### src/rgb2hsl_pkg.sv
// ---------------------------------------------------------------------------
// rgb2hsl_pkg: shared constants and types of the RGB to HSL converter
// Fixed-point formats, divider geometry and pipeline depth.
// ---------------------------------------------------------------------------
package rgb2hsl_pkg;

  // Fixed-point formats of the results
  localparam int FRACTION_BITS     = 12;
  localparam int HUE_FRACTION_BITS = 6;

  localparam int CH_W   = 8;                      // one color channel
  localparam int SUM_W  = CH_W + 1;               // max + min, signed diff
  localparam int NUM_W  = CH_W + 3;               // sector offset * delta + diff
  localparam int HUE_W  = 9 + HUE_FRACTION_BITS;
  localparam int FRAC_W = FRACTION_BITS + 1;

  localparam int CH_MAX    = (1 << CH_W) - 1;
  localparam int HUE_TURN  = 360 << HUE_FRACTION_BITS;
  localparam int HUE_SCALE = 120 << HUE_FRACTION_BITS;   // 2 * 60 degrees

  // Restoring divider: quotient bits, divisor bits, bits retired per stage
  localparam int DIV_QW     = (HUE_W > FRAC_W) ? HUE_W : FRAC_W;
  localparam int DIV_DW     = CH_W + 1;
  localparam int DIV_NW     = DIV_QW + DIV_DW;
  localparam int DIV_STEPS  = 4;
  localparam int DIV_STAGES = (DIV_QW + DIV_STEPS - 1) / DIV_STEPS;

  typedef logic [DIV_NW-1:0] div_num_t;
  typedef logic [DIV_DW-1:0] div_den_t;
  typedef logic [DIV_QW-1:0] div_quo_t;

endpackage

### src/rgb2hsl_div.sv
// ---------------------------------------------------------------------------
// rgb2hsl_div: pipelined restoring divider
// Retires DIV_STEPS quotient bits per register stage; one division per cycle.
// The numerator must satisfy num_i < den_i * 2^DIV_QW.
// ---------------------------------------------------------------------------
module rgb2hsl_div (
  input  logic                  clk_i,
  input  rgb2hsl_pkg::div_num_t num_i,
  input  rgb2hsl_pkg::div_den_t den_i,
  output rgb2hsl_pkg::div_quo_t quo_o
);

  localparam int QW = rgb2hsl_pkg::DIV_QW;
  localparam int DW = rgb2hsl_pkg::DIV_DW;
  localparam int NS = rgb2hsl_pkg::DIV_STAGES;
  localparam int ST = rgb2hsl_pkg::DIV_STEPS;

  // Upper DW bits hold the partial remainder, lower QW bits the numerator
  // bits still to come, shifted out as quotient bits shift in.
  rgb2hsl_pkg::div_num_t acc_in [NS];
  rgb2hsl_pkg::div_den_t den_in [NS];
  rgb2hsl_pkg::div_num_t acc_d  [NS];
  rgb2hsl_pkg::div_num_t acc_q  [NS];
  rgb2hsl_pkg::div_den_t den_q  [NS];

  for (genvar s = 0; s < NS; s++) begin : g_stage
    if (s == 0) begin : g_first
      assign acc_in[s] = num_i;
      assign den_in[s] = den_i;
    end else begin : g_next
      assign acc_in[s] = acc_q[s-1];
      assign den_in[s] = den_q[s-1];
    end

    always_comb begin
      logic [DW-1:0] rem;
      logic [QW-1:0] low;
      logic [DW:0]   trial;
      rem = acc_in[s][QW+DW-1:QW];
      low = acc_in[s][QW-1:0];
      for (int k = 0; k < ST; k++) begin
        if (s * ST + k < QW) begin
          trial = {rem, low[QW-1]};
          if (trial >= {1'b0, den_in[s]}) begin
            rem = DW'(trial - {1'b0, den_in[s]});
            low = {low[QW-2:0], 1'b1};
          end else begin
            rem = trial[DW-1:0];
            low = {low[QW-2:0], 1'b0};
          end
        end
      end
      acc_d[s] = {rem, low};
    end

    always_ff @(posedge clk_i) begin
      acc_q[s] <= acc_d[s];
      den_q[s] <= den_in[s];
    end
  end

  assign quo_o = acc_q[NS-1][QW-1:0];

endmodule

### src/rgb_to_hsl_converter_core.sv
// ---------------------------------------------------------------------------
// rgb_to_hsl_converter_core: 8-bit RGB pixel to fixed-point HSL
// Fully pipelined converter, one pixel per clock.
// ---------------------------------------------------------------------------
// Usage: drive red_i/green_i/blue_i with start high to hand over one item.
// busy is always low, so every cycle with start high is an accepted item and
// a new pixel may enter on every clock. Each item gives exactly one result,
// shown for one cycle with done_o high once the item has passed through
// every stage of the pipeline. The receiver cannot stall the block and need
// not: results leave in order at the rate items enter.
// The latency is set by the two restoring dividers (hue, saturation), each
// retiring four quotient bits per register stage over a 15-bit quotient,
// plus four stages of channel sorting and operand setup and one output
// register. Lightness divides by the constant 510 with a reciprocal
// multiplication in the operand stage and rides alongside the dividers.
// hue_o is in 1/64 degree, saturation_o and lightness_o are fractions over
// 4096; hue and saturation are rounded to nearest with halves up.
// A gray pixel (all channels equal) raises achromatic_o and forces hue and
// saturation to zero. No state is kept between items and reset needs no
// clearing pass.
// ---------------------------------------------------------------------------
module rgb_to_hsl_converter_core (
  input  logic                              clk_i,
  input  logic                              rst_ni,
  input  logic                              start,
  output logic                              busy,
  input  logic [rgb2hsl_pkg::CH_W-1:0]      red_i,
  input  logic [rgb2hsl_pkg::CH_W-1:0]      green_i,
  input  logic [rgb2hsl_pkg::CH_W-1:0]      blue_i,
  output logic                              done_o,
  output logic [rgb2hsl_pkg::HUE_W-1:0]     hue_o,
  output logic [rgb2hsl_pkg::FRAC_W-1:0]    saturation_o,
  output logic [rgb2hsl_pkg::FRAC_W-1:0]    lightness_o,
  output logic                              achromatic_o
);

  localparam int CW   = rgb2hsl_pkg::CH_W;
  localparam int SW   = rgb2hsl_pkg::SUM_W;
  localparam int NW   = rgb2hsl_pkg::NUM_W;
  localparam int HW   = rgb2hsl_pkg::HUE_W;
  localparam int FW   = rgb2hsl_pkg::FRAC_W;
  localparam int QW   = rgb2hsl_pkg::DIV_QW;
  localparam int DS   = rgb2hsl_pkg::DIV_STAGES;
  localparam int LAT  = 5 + DS;

  // Lightness is (sum * 2^(F-1) + 127) / 255: split 2^(F-1) into a whole
  // multiple of 255 and a remainder below 255
  localparam int LIT_HALF  = 1 << (rgb2hsl_pkg::FRACTION_BITS - 1);
  localparam int LIT_WHOLE = LIT_HALF / rgb2hsl_pkg::CH_MAX;
  localparam int LIT_REM   = LIT_HALF % rgb2hsl_pkg::CH_MAX;
  localparam int LZW       = 2 * CW + 1;
  localparam int LPW       = 3 * CW + 1;

  localparam logic [QW-1:0] TURN = QW'(rgb2hsl_pkg::HUE_TURN);

  // Which channel holds the maximum; red with green below blue wraps past 360
  typedef enum logic [1:0] {
    SECT_RED,
    SECT_RED_WRAP,
    SECT_GREEN,
    SECT_BLUE
  } sect_e;

  // The pipeline never holds items off
  assign busy = 1'b0;

  // ---- Stage 1: capture the pixel ----------------------------------------
  logic          s1_vld_q;
  logic [CW-1:0] s1_r_q, s1_g_q, s1_b_q;

  always_ff @(posedge clk_i or negedge rst_ni) begin
    if (!rst_ni) begin
      s1_vld_q <= 1'b0;
    end else begin
      s1_vld_q <= start && !busy;
    end
  end

  always_ff @(posedge clk_i) begin
    s1_r_q <= red_i;
    s1_g_q <= green_i;
    s1_b_q <= blue_i;
  end

  // ---- Stage 2: sort channels, pick the hue sector -----------------------
  logic          s2_vld_q;
  logic [CW-1:0] s2_mx_d, s2_mx_q, s2_mn_d, s2_mn_q;
  logic [SW-1:0] s2_diff_d, s2_diff_q;   // signed channel difference
  sect_e         s2_sect_d, s2_sect_q;

  always_comb begin
    priority if (s1_r_q >= s1_g_q && s1_r_q >= s1_b_q) begin
      s2_mx_d   = s1_r_q;
      s2_diff_d = {1'b0, s1_g_q} - {1'b0, s1_b_q};
      s2_sect_d = (s1_g_q < s1_b_q) ? SECT_RED_WRAP : SECT_RED;
    end else if (s1_g_q >= s1_b_q) begin
      s2_mx_d   = s1_g_q;
      s2_diff_d = {1'b0, s1_b_q} - {1'b0, s1_r_q};
      s2_sect_d = SECT_GREEN;
    end else begin
      s2_mx_d   = s1_b_q;
      s2_diff_d = {1'b0, s1_r_q} - {1'b0, s1_g_q};
      s2_sect_d = SECT_BLUE;
    end
    s2_mn_d = s1_r_q;
    if (s1_g_q < s2_mn_d) begin
      s2_mn_d = s1_g_q;
    end
    if (s1_b_q < s2_mn_d) begin
      s2_mn_d = s1_b_q;
    end
  end

  always_ff @(posedge clk_i or negedge rst_ni) begin
    if (!rst_ni) begin
      s2_vld_q <= 1'b0;
    end else begin
      s2_vld_q <= s1_vld_q;
    end
  end

  always_ff @(posedge clk_i) begin
    s2_mx_q   <= s2_mx_d;
    s2_mn_q   <= s2_mn_d;
    s2_diff_q <= s2_diff_d;
    s2_sect_q <= s2_sect_d;
  end

  // ---- Stage 3: sum, spread, saturation divisor, hue numerator -----------
  logic          s3_vld_q, s3_achro_q;
  logic [SW-1:0] s3_sum_d, s3_sum_q;
  logic [CW-1:0] s3_delta_d, s3_delta_q;
  logic [CW-1:0] s3_den_d, s3_den_q;
  logic [NW-1:0] s3_num_d, s3_num_q;
  logic [SW-1:0] s3_fold;
  logic [NW-1:0] s3_off;

  always_comb begin
    s3_sum_d   = {1'b0, s2_mx_q} + {1'b0, s2_mn_q};
    s3_delta_d = s2_mx_q - s2_mn_q;
    // Fold the upper half of the lightness range back onto the lower one
    s3_fold    = SW'(2 * rgb2hsl_pkg::CH_MAX) - s3_sum_d;
    s3_den_d   = (s3_sum_d <= SW'(rgb2hsl_pkg::CH_MAX)) ? s3_sum_d[CW-1:0]
                                                         : s3_fold[CW-1:0];
    unique case (s2_sect_q)
      SECT_RED:      s3_off = '0;
      SECT_RED_WRAP: s3_off = (NW'(s3_delta_d) << 2) + (NW'(s3_delta_d) << 1);
      SECT_GREEN:    s3_off = NW'(s3_delta_d) << 1;
      SECT_BLUE:     s3_off = NW'(s3_delta_d) << 2;
    endcase
    // Sign-extend the difference; the sum is never negative
    s3_num_d = s3_off + {{(NW-SW){s2_diff_q[SW-1]}}, s2_diff_q};
  end

  always_ff @(posedge clk_i or negedge rst_ni) begin
    if (!rst_ni) begin
      s3_vld_q <= 1'b0;
    end else begin
      s3_vld_q <= s2_vld_q;
    end
  end

  always_ff @(posedge clk_i) begin
    s3_achro_q <= (s2_mx_q == s2_mn_q);
    s3_sum_q   <= s3_sum_d;
    s3_delta_q <= s3_delta_d;
    s3_den_q   <= s3_den_d;
    s3_num_q   <= s3_num_d;
  end

  // ---- Stage 4: divider operands with rounding terms, lightness ----------
  logic                  s4_vld_q, s4_achro_q;
  rgb2hsl_pkg::div_num_t hue_num_q, sat_num_q;
  rgb2hsl_pkg::div_den_t hue_den_q, sat_den_q;
  logic [LZW-1:0]        lit_z;
  logic [LPW-1:0]        lit_prod;
  logic [FW-1:0]         s4_lit_d, s4_lit_q;

  // The remainder part z = sum * LIT_REM + 127 stays below 65535, and
  // floor(z / 255) is approximated by (z * 257) >> 16
  always_comb begin
    lit_z    = LZW'(s3_sum_q * LIT_REM) + LZW'((rgb2hsl_pkg::CH_MAX + 1) / 2);
    lit_prod = {lit_z, {CW{1'b0}}} + LPW'(lit_z);
    s4_lit_d = FW'(s3_sum_q * LIT_WHOLE) + FW'(lit_prod[LPW-1:2*CW]);
  end

  always_ff @(posedge clk_i or negedge rst_ni) begin
    if (!rst_ni) begin
      s4_vld_q <= 1'b0;
    end else begin
      s4_vld_q <= s3_vld_q;
    end
  end

  // Each quotient is (2*x + d) / (2*d): round to nearest, halves up
  always_ff @(posedge clk_i) begin
    s4_achro_q <= s3_achro_q;
    hue_num_q  <= rgb2hsl_pkg::div_num_t'(s3_num_q)
                  * rgb2hsl_pkg::div_num_t'(rgb2hsl_pkg::HUE_SCALE)
                  + rgb2hsl_pkg::div_num_t'(s3_delta_q);
    hue_den_q  <= {s3_delta_q, 1'b0};
    sat_num_q  <= (rgb2hsl_pkg::div_num_t'(s3_delta_q) << FW)
                  + rgb2hsl_pkg::div_num_t'(s3_den_q);
    sat_den_q  <= {s3_den_q, 1'b0};
    s4_lit_q   <= s4_lit_d;
  end

  // ---- Divider stages ----------------------------------------------------
  rgb2hsl_pkg::div_quo_t hue_quo, sat_quo;

  rgb2hsl_div u_hue_div (
    .clk_i (clk_i),
    .num_i (hue_num_q),
    .den_i (hue_den_q),
    .quo_o (hue_quo)
  );

  rgb2hsl_div u_sat_div (
    .clk_i (clk_i),
    .num_i (sat_num_q),
    .den_i (sat_den_q),
    .quo_o (sat_quo)
  );

  // Carry valid, the gray flag and the lightness alongside the dividers
  logic          dly_vld_q   [DS];
  logic          dly_achro_q [DS];
  logic [FW-1:0] dly_lit_q   [DS];

  always_ff @(posedge clk_i or negedge rst_ni) begin
    if (!rst_ni) begin
      for (int i = 0; i < DS; i++) begin
        dly_vld_q[i] <= 1'b0;
      end
    end else begin
      dly_vld_q[0] <= s4_vld_q;
      for (int i = 1; i < DS; i++) begin
        dly_vld_q[i] <= dly_vld_q[i-1];
      end
    end
  end

  always_ff @(posedge clk_i) begin
    dly_achro_q[0] <= s4_achro_q;
    dly_lit_q[0]   <= s4_lit_q;
    for (int i = 1; i < DS; i++) begin
      dly_achro_q[i] <= dly_achro_q[i-1];
      dly_lit_q[i]   <= dly_lit_q[i-1];
    end
  end

  // ---- Output stage: wrap a full turn, force gray pixels -----------------
  logic          out_vld_q, out_achro_q;
  logic [HW-1:0] out_hue_d, out_hue_q;
  logic [FW-1:0] out_sat_d, out_sat_q, out_lit_q;
  logic [QW-1:0] hue_wrap;

  always_comb begin
    hue_wrap  = (hue_quo >= TURN) ? hue_quo - TURN : hue_quo;
    out_hue_d = dly_achro_q[DS-1] ? '0 : hue_wrap[HW-1:0];
    out_sat_d = dly_achro_q[DS-1] ? '0 : sat_quo[FW-1:0];
  end

  always_ff @(posedge clk_i or negedge rst_ni) begin
    if (!rst_ni) begin
      out_vld_q <= 1'b0;
    end else begin
      out_vld_q <= dly_vld_q[DS-1];
    end
  end

  always_ff @(posedge clk_i) begin
    out_achro_q <= dly_achro_q[DS-1];
    out_hue_q   <= out_hue_d;
    out_sat_q   <= out_sat_d;
    out_lit_q   <= dly_lit_q[DS-1];
  end

  assign done_o       = out_vld_q;
  assign hue_o        = out_hue_q;
  assign saturation_o = out_sat_q;
  assign lightness_o  = out_lit_q;
  assign achromatic_o = out_achro_q;

`ifndef SYNTHESIS
  // A result appears exactly the pipeline depth after an accepted item
  a_done_follows_start: assert property (@(posedge clk_i) disable iff (!rst_ni)
    done_o |-> $past(start && !busy, LAT))
    else $error("result without a matching accepted item");

  // The gray flag belongs to the pixel that the result answers
  a_achro_matches_pixel: assert property (@(posedge clk_i) disable iff (!rst_ni)
    done_o |-> (achromatic_o == ($past(red_i, LAT) == $past(green_i, LAT)
                                 && $past(green_i, LAT) == $past(blue_i, LAT))))
    else $error("achromatic flag does not match the pixel");

  // Hue stays below a full turn, and gray pixels carry no hue or saturation
  a_hue_range: assert property (@(posedge clk_i) disable iff (!rst_ni)
    done_o |-> (QW'(hue_o) < TURN
                && (!achromatic_o || (hue_o == '0 && saturation_o == '0))))
    else $error("hue out of range or gray pixel with hue or saturation");
`endif

endmodule
### config.mk
export PLATFORM = sky130hd
export DESIGN_NAME = rgb_to_hsl_converter_core
export DESIGN_NICKNAME = d
export VERILOG_FILES = /design/src/rgb2hsl_pkg.sv /design/src/rgb2hsl_div.sv /design/src/rgb_to_hsl_converter_core.sv
export SDC_FILE = /design/constraint.sdc
export NUM_CORES = 1
export LEC_CHECK = 0
export BUFFER_PORTS_ARGS = -buffer_cell sky130_fd_sc_hd__buf_2
export CAP_MARGIN = 20
export CORE_ASPECT_RATIO = 2
export CORE_MARGIN = 2
export CORE_UTILIZATION = 40
export CTS_CLUSTER_SIZE = 16
export DETAILED_ROUTE_END_ITERATION = 10
export GPL_ROUTABILITY_DRIVEN = 0
export SLEW_MARGIN = 5
export SYNTH_ARGS = -nofsm -noshare
export SYNTH_HDL_FRONTEND = slang
export SYNTH_HIERARCHICAL = 1
export SYNTH_SLANG_ARGS = --single-unit
### constraint.sdc
create_clock -name clk_i -period 11.4 [get_ports clk_i]
set_input_delay 0.57 -clock clk_i [delete_from_list [all_inputs] [get_ports clk_i]]
set_output_delay 0.57 -clock clk_i [all_outputs]
set_load 0.02 [all_outputs]
==> results.json, run 1 <==
{
  "status": "complete, no violations",
  "setup_viol": 0,
  "finalCriticalPeriod_ns": 9.99,
  "wirelength_mm": 69.6,
  "cts_tree": "built",
  "cpPeakStageDelay_ns": 0.80,
  "dieHeight_um": 380,
  "syn_area_per_cell_sq_um": 9.51,
  "min_path_type": "primary input to register",
  "nNetsFinal": 3520,
  "grt_pass1_vias": 22300,
  "die_w_um": 192,
  "final_max_slew_viol_count": 0,
  "path_max_fanout": 14,
  "postRouteAntennaNets": 0,
  "clock-root-buffer": "clkbuf_16",
  "timing.fmax_mhz": 100,
  "wl_per_cell_um": 17.3,
  "end_kind": "register",
  "hpwl_mm": 57.1,
  "cp.required_ns": 11.89,
  "tightest_slew_ns": 1.12,
  "vias": 21300,
  "area_growth_pct": 10.2,
  "hold_viol_final": 0,
  "clk_latency_ns": 0.60,
  "cts_buffers": 44,
  "track_usage": 0.192,
  "fin_skew_ns": 0.0206,
  "fp.coreArea_sq_um": 69800,
  "synth_area_sq_um": 28200,
  "grt_pass1_wl_mm": 111,
  "antenna_found_initial": 0,
  "ys_warn_count": 6,
  "drtPass1Iterations": 7,
  "final_util": 0.446,
  "clock_sinks": 457,
  "drive_gt1_frac": 0.114,
  "cts-resized-gates": 0,
  "rsz0062_at_grt": "no",
  "insertedDiodeCount": 0,
  "finalCritPeriodShare": 0.877,
  "clkTransAtPathRegs_ns": 0.06,
  "htreeDepth": 2,
  "grt_max_degree": 37,
  "drc": 0,
  "arrival_ns": 10.48,
  "relSlewSlack": 0.251,
  "port_buffers": 69,
  "dieArea_sq_um": 72800,
  "synth_cells": 2969,
  "final.setup.tns_ns": 0,
  "r2r_slack_ns": 1.41,
  "drt_iter0_markers": 737,
  "initial_core_util": 0.405,
  "routed_via_density": 5.30,
  "clockBufferDepth": 3,
  "drv_cap": 0,
  "rows": 137,
  "critical_path_class": "register to register",
  "slowest_stage": "a2111oi_4",
  "ioPinCount": 71,
  "worstSetupStartpointType": "register",
  "overflow": 0
}
## final cells by class
type                    instances  area (sq um)
multi-input cells            2230         17900
clock buffers                  59          1240
clock inverters                21           184
repair buffers                 83           453
well taps                     903          1130
fillers                      6714         38700
inverters                     263           988
flip-flops and latches        457          9190
## cells in the final DEF, fill, tap and decap left out, types with 69 or more instances in the layout
| cell | instances |
|---|---|
| dfxtp_1 | 448 |
| buf_2 | 69 |
| nand2_1 | 112 |
| nor2b_1 | 79 |
| a21oi_1 | 217 |
| o21ai_0 | 130 |
| nor2_1 | 215 |
| a21o_1 | 91 |
| inv_1 | 256 |
| ha_1 | 359 |
| xor2_1 | 83 |
| mux2_2 | 118 |
| xnor2_1 | 138 |
## per-layer routing
layer / global-route usage / vias to the layer above / routed length, um
li1: - / 10700 / -
met1: 0.165 / 9974 / 22900
met3: 0.0243 / 226 / 1770
met4: 0.117 / 0 / 4550
met5: 0 / - / 0
met2: 0.400 / 388 / 40400
## sequential cells by signal, summed over array words and instances (netlist names), 6 cells and up
signal	count
u_hue_div/acc_q	87
dly_lit_q	52
lightness_o	13
hue_o	15
saturation_o	13
sat_den_q	7
u_hue_div/den_q	27
s1_g_q	8
hue_den_q	6
s1_b_q	8
u_sat_div/den_q	27
hue_num_q	16
s1_r_q	8
s2_diff_q	9
s2_mn_q	8
u_sat_div/acc_q	79
s3_sum_q	8
s4_lit_q	13
s2_mx_q	8
s3_delta_q	8
s3_den_q	7
s3_num_q	11
## per-stage QoR
step | hold WS [ns] | setup WS [ns] | std cells | cell area, sq um
final | 0.0749 | 1.41 | 4016 | 31100
after global routing | 0.0478 | 0.591 | 4016 | 31100
after CTS | 0.0396 | 1.37 | 4015 | 31100
after detailed placement | 0.312 | 1.41 | 3934 | 29700
after global placement | 0.310 | 1.34 | 3934 | 29700
after floorplan | 0.274 | 2.69 | 2991 | 28300
## path summary, 6_finish.rpt
path                                             from                     end  cells past startpoint
worst max-delay path            u_hue_div/den_q[0][1]  u_hue_div/acc_q[1][22]                     31
worst min-delay path                         red_i[4]               s1_r_q[4]                      1
worst max register to register  u_hue_div/den_q[0][1]  u_hue_div/acc_q[1][22]                     31
worst min register to register  u_hue_div/acc_q[0][8]  u_hue_div/acc_q[1][12]                      0
max in group asynchronous                      rst_ni            dly_vld_q[3]                      2
min in group asynchronous                      rst_ni                s1_vld_q                      2
## worst max-delay path, delay by kind of cell (launching register included)
family,cells,cell delay [ns]
mux,5,1.63
compound gates,15,4.79
fa+ha+maj,4,1.64
buf+inv,3,0.59
simple gates,4,0.77
flops,1,0.45
## timing repair
item	CTS	global route
setup buffers	0	0
hold buffers	1	0
endpoints found under the hold margin	9	0
Power of run 1 is not shown: default switching activity piles up to over one toggle a cycle in this logic, so the estimate is an artifact.
==> run 2, diff against run 1 <==
CTS_BUF_LIST = sky130_fd_sc_hd__clkbuf_8   (was unset)
==> results.json, run 2 (synthesis gave the netlist of run 1 again) <==
{
  "rsz0062_at_grt": "no",
  "drive_gt1_frac": 0.125,
  "largest_register_ffs": 87,
  "tightest_slew_ns": 1.12,
  "multi_input_area_sq_um": 17900,
  "grt_pass1_wl_mm": 112,
  "clock-root-buffer": "clkbuf_8",
  "arrival_ns": 10.60,
  "fin_hold_ws_ns": 0.234,
  "top_regs": "u_hue_div/acc_q x87, u_sat_div/acc_q x79, dly_lit_q x52",
  "status": "complete, no violations",
  "top_register": "u_hue_div/acc_q",
  "dp_cells": 3934,
  "cpPeakStageDelay_ns": 0.80,
  "postRouteAntennaNets": 0,
  "antenna_found_initial": 1,
  "clk_latency_ns": 0.70,
  "slowest_stage": "a2111oi_4",
  "cts_buffers": 68,
  "hold_viol_final": 0,
  "clkTransAtPathRegs_ns": 0.07,
  "path_max_fanout": 14,
  "dieHeight_um": 380,
  "cts_hold_buf": 26,
  "setup_viol": 0,
  "drt_iter0_markers": 827,
  "critical_path_class": "register to register",
  "routed_via_density": 5.30,
  "regArea_sq_um": 9190,
  "cts_tree": "built",
  "hpwl_mm": 57.1,
  "finalCriticalPeriod_ns": 10.01,
  "fillers": 6692,
  "final_cell_count_no_fill": 4084,
  "wl_per_cell_um": 17.3,
  "relSlewSlack": 0.251,
  "postCtsSetupBuffers": 0,
  "nNetsFinal": 3569,
  "clockBufferDepth": 3,
  "drc": 0,
  "dieArea_sq_um": 72800,
  "grt_max_degree": 37,
  "rows": 137,
  "grt_pass1_vias": 22700,
  "die_w_um": 192,
  "final.setup.tns_ns": 0,
  "cts-resized-gates": 0,
  "track_usage": 0.196,
  "min_path_type": "primary input to async pin",
  "worstSetupStartpointType": "register",
  "rr_worst_depth": 31,
  "timing.fmax_mhz": 99.9,
  "drv_cap": 0,
  "ioPinCount": 71,
  "port_buffers": 69,
  "clock_sinks": 457,
  "wirelength_mm": 70.6,
  "initial_core_util": 0.405,
  "final_max_slew_viol_count": 0,
  "end_kind": "register",
  "fp.coreArea_sq_um": 69800,
  "cp.required_ns": 11.99,
  "final_cell_mix": "dfxtp_1, ha_1, inv_1",
  "htreeDepth": 3,
  "layout_commonest_cell": "dfxtp_1",
  "overflow": 0,
  "dpl_cell_area_sq_um": 29700,
  "vias": 21600,
  "finalCritPeriodShare": 0.878,
  "fin_skew_ns": 0.0315,
  "drtPass1Iterations": 5,
  "area_growth_pct": 11.6,
  "final_area_sq_um": 31500
}
==> run 2: cell types whose count changed in the layout (fill, tap and decap cells not counted), moves of 3 or more <==
cell and delta:
bufinv_16 +9, clkbuf_1 -8, clkbuf_16 -45, clkbuf_8 +71
clkinv_2 +4, diode_2 +3, dlygate4sd3_1 +25, inv_1 +8
==> run 2: critical path: cells and delay by family (launching register included) <==
| family | cells | cell delay [ns] |
|---|---|---|
| compound gates | 15 | 4.79 |
| fa+ha+maj | 4 | 1.65 |
| buf+inv | 3 | 0.60 |
| flops | 1 | 0.45 |
| mux | 5 | 1.64 |
| simple gates | 4 | 0.77 |
==> run 2: final timing paths <==
check / from / to / slack [ns]
max in group asynchronous: rst_ni / dly_vld_q[3] / 10.97
min in group clk_i: u_hue_div/acc_q[2][7] / u_hue_div/acc_q[3][10] / 0.32
worst max-delay path: u_hue_div/den_q[0][1] / u_hue_div/acc_q[1][22] / 1.39
worst min-delay path: rst_ni / done_o / 0.23
worst max register to register: u_hue_div/den_q[0][1] / u_hue_div/acc_q[1][22] / 1.39
worst min register to register: u_hue_div/acc_q[2][7] / u_hue_div/acc_q[3][10] / 0.32
==> run 2: layout make-up <==
class                   count  area share
flip-flops and latches    457       0.292
clock inverters            43      0.0162
inverters                 263      0.0314
multi-input cells        2230       0.569
repair buffers            108      0.0223
diodes                      3    0.000238
clock buffers              77      0.0336
well taps                 903      0.0359
==> run 2: per-layer routing <==
layer	track usage	wire, um	vias up
met4	0.125	4480	0
met2	0.403	40900	415
li1	-	-	10800
met1	0.166	23200	10200
met3	0.0317	2070	217
met5	0	0	-
==> run 2: through the flow <==
stage | utilization | setup slack [ns]
5_1_grt | 0.452 | 0.574
6_report | 0.452 | 1.39
2_1_floorplan | - | 2.69
3_5_place_dp | 0.425 | 1.41
4_1_cts | 0.451 | 1.36
3_3_place_gp | 0.425 | 1.34
Power of run 2 is left out for the same reason.
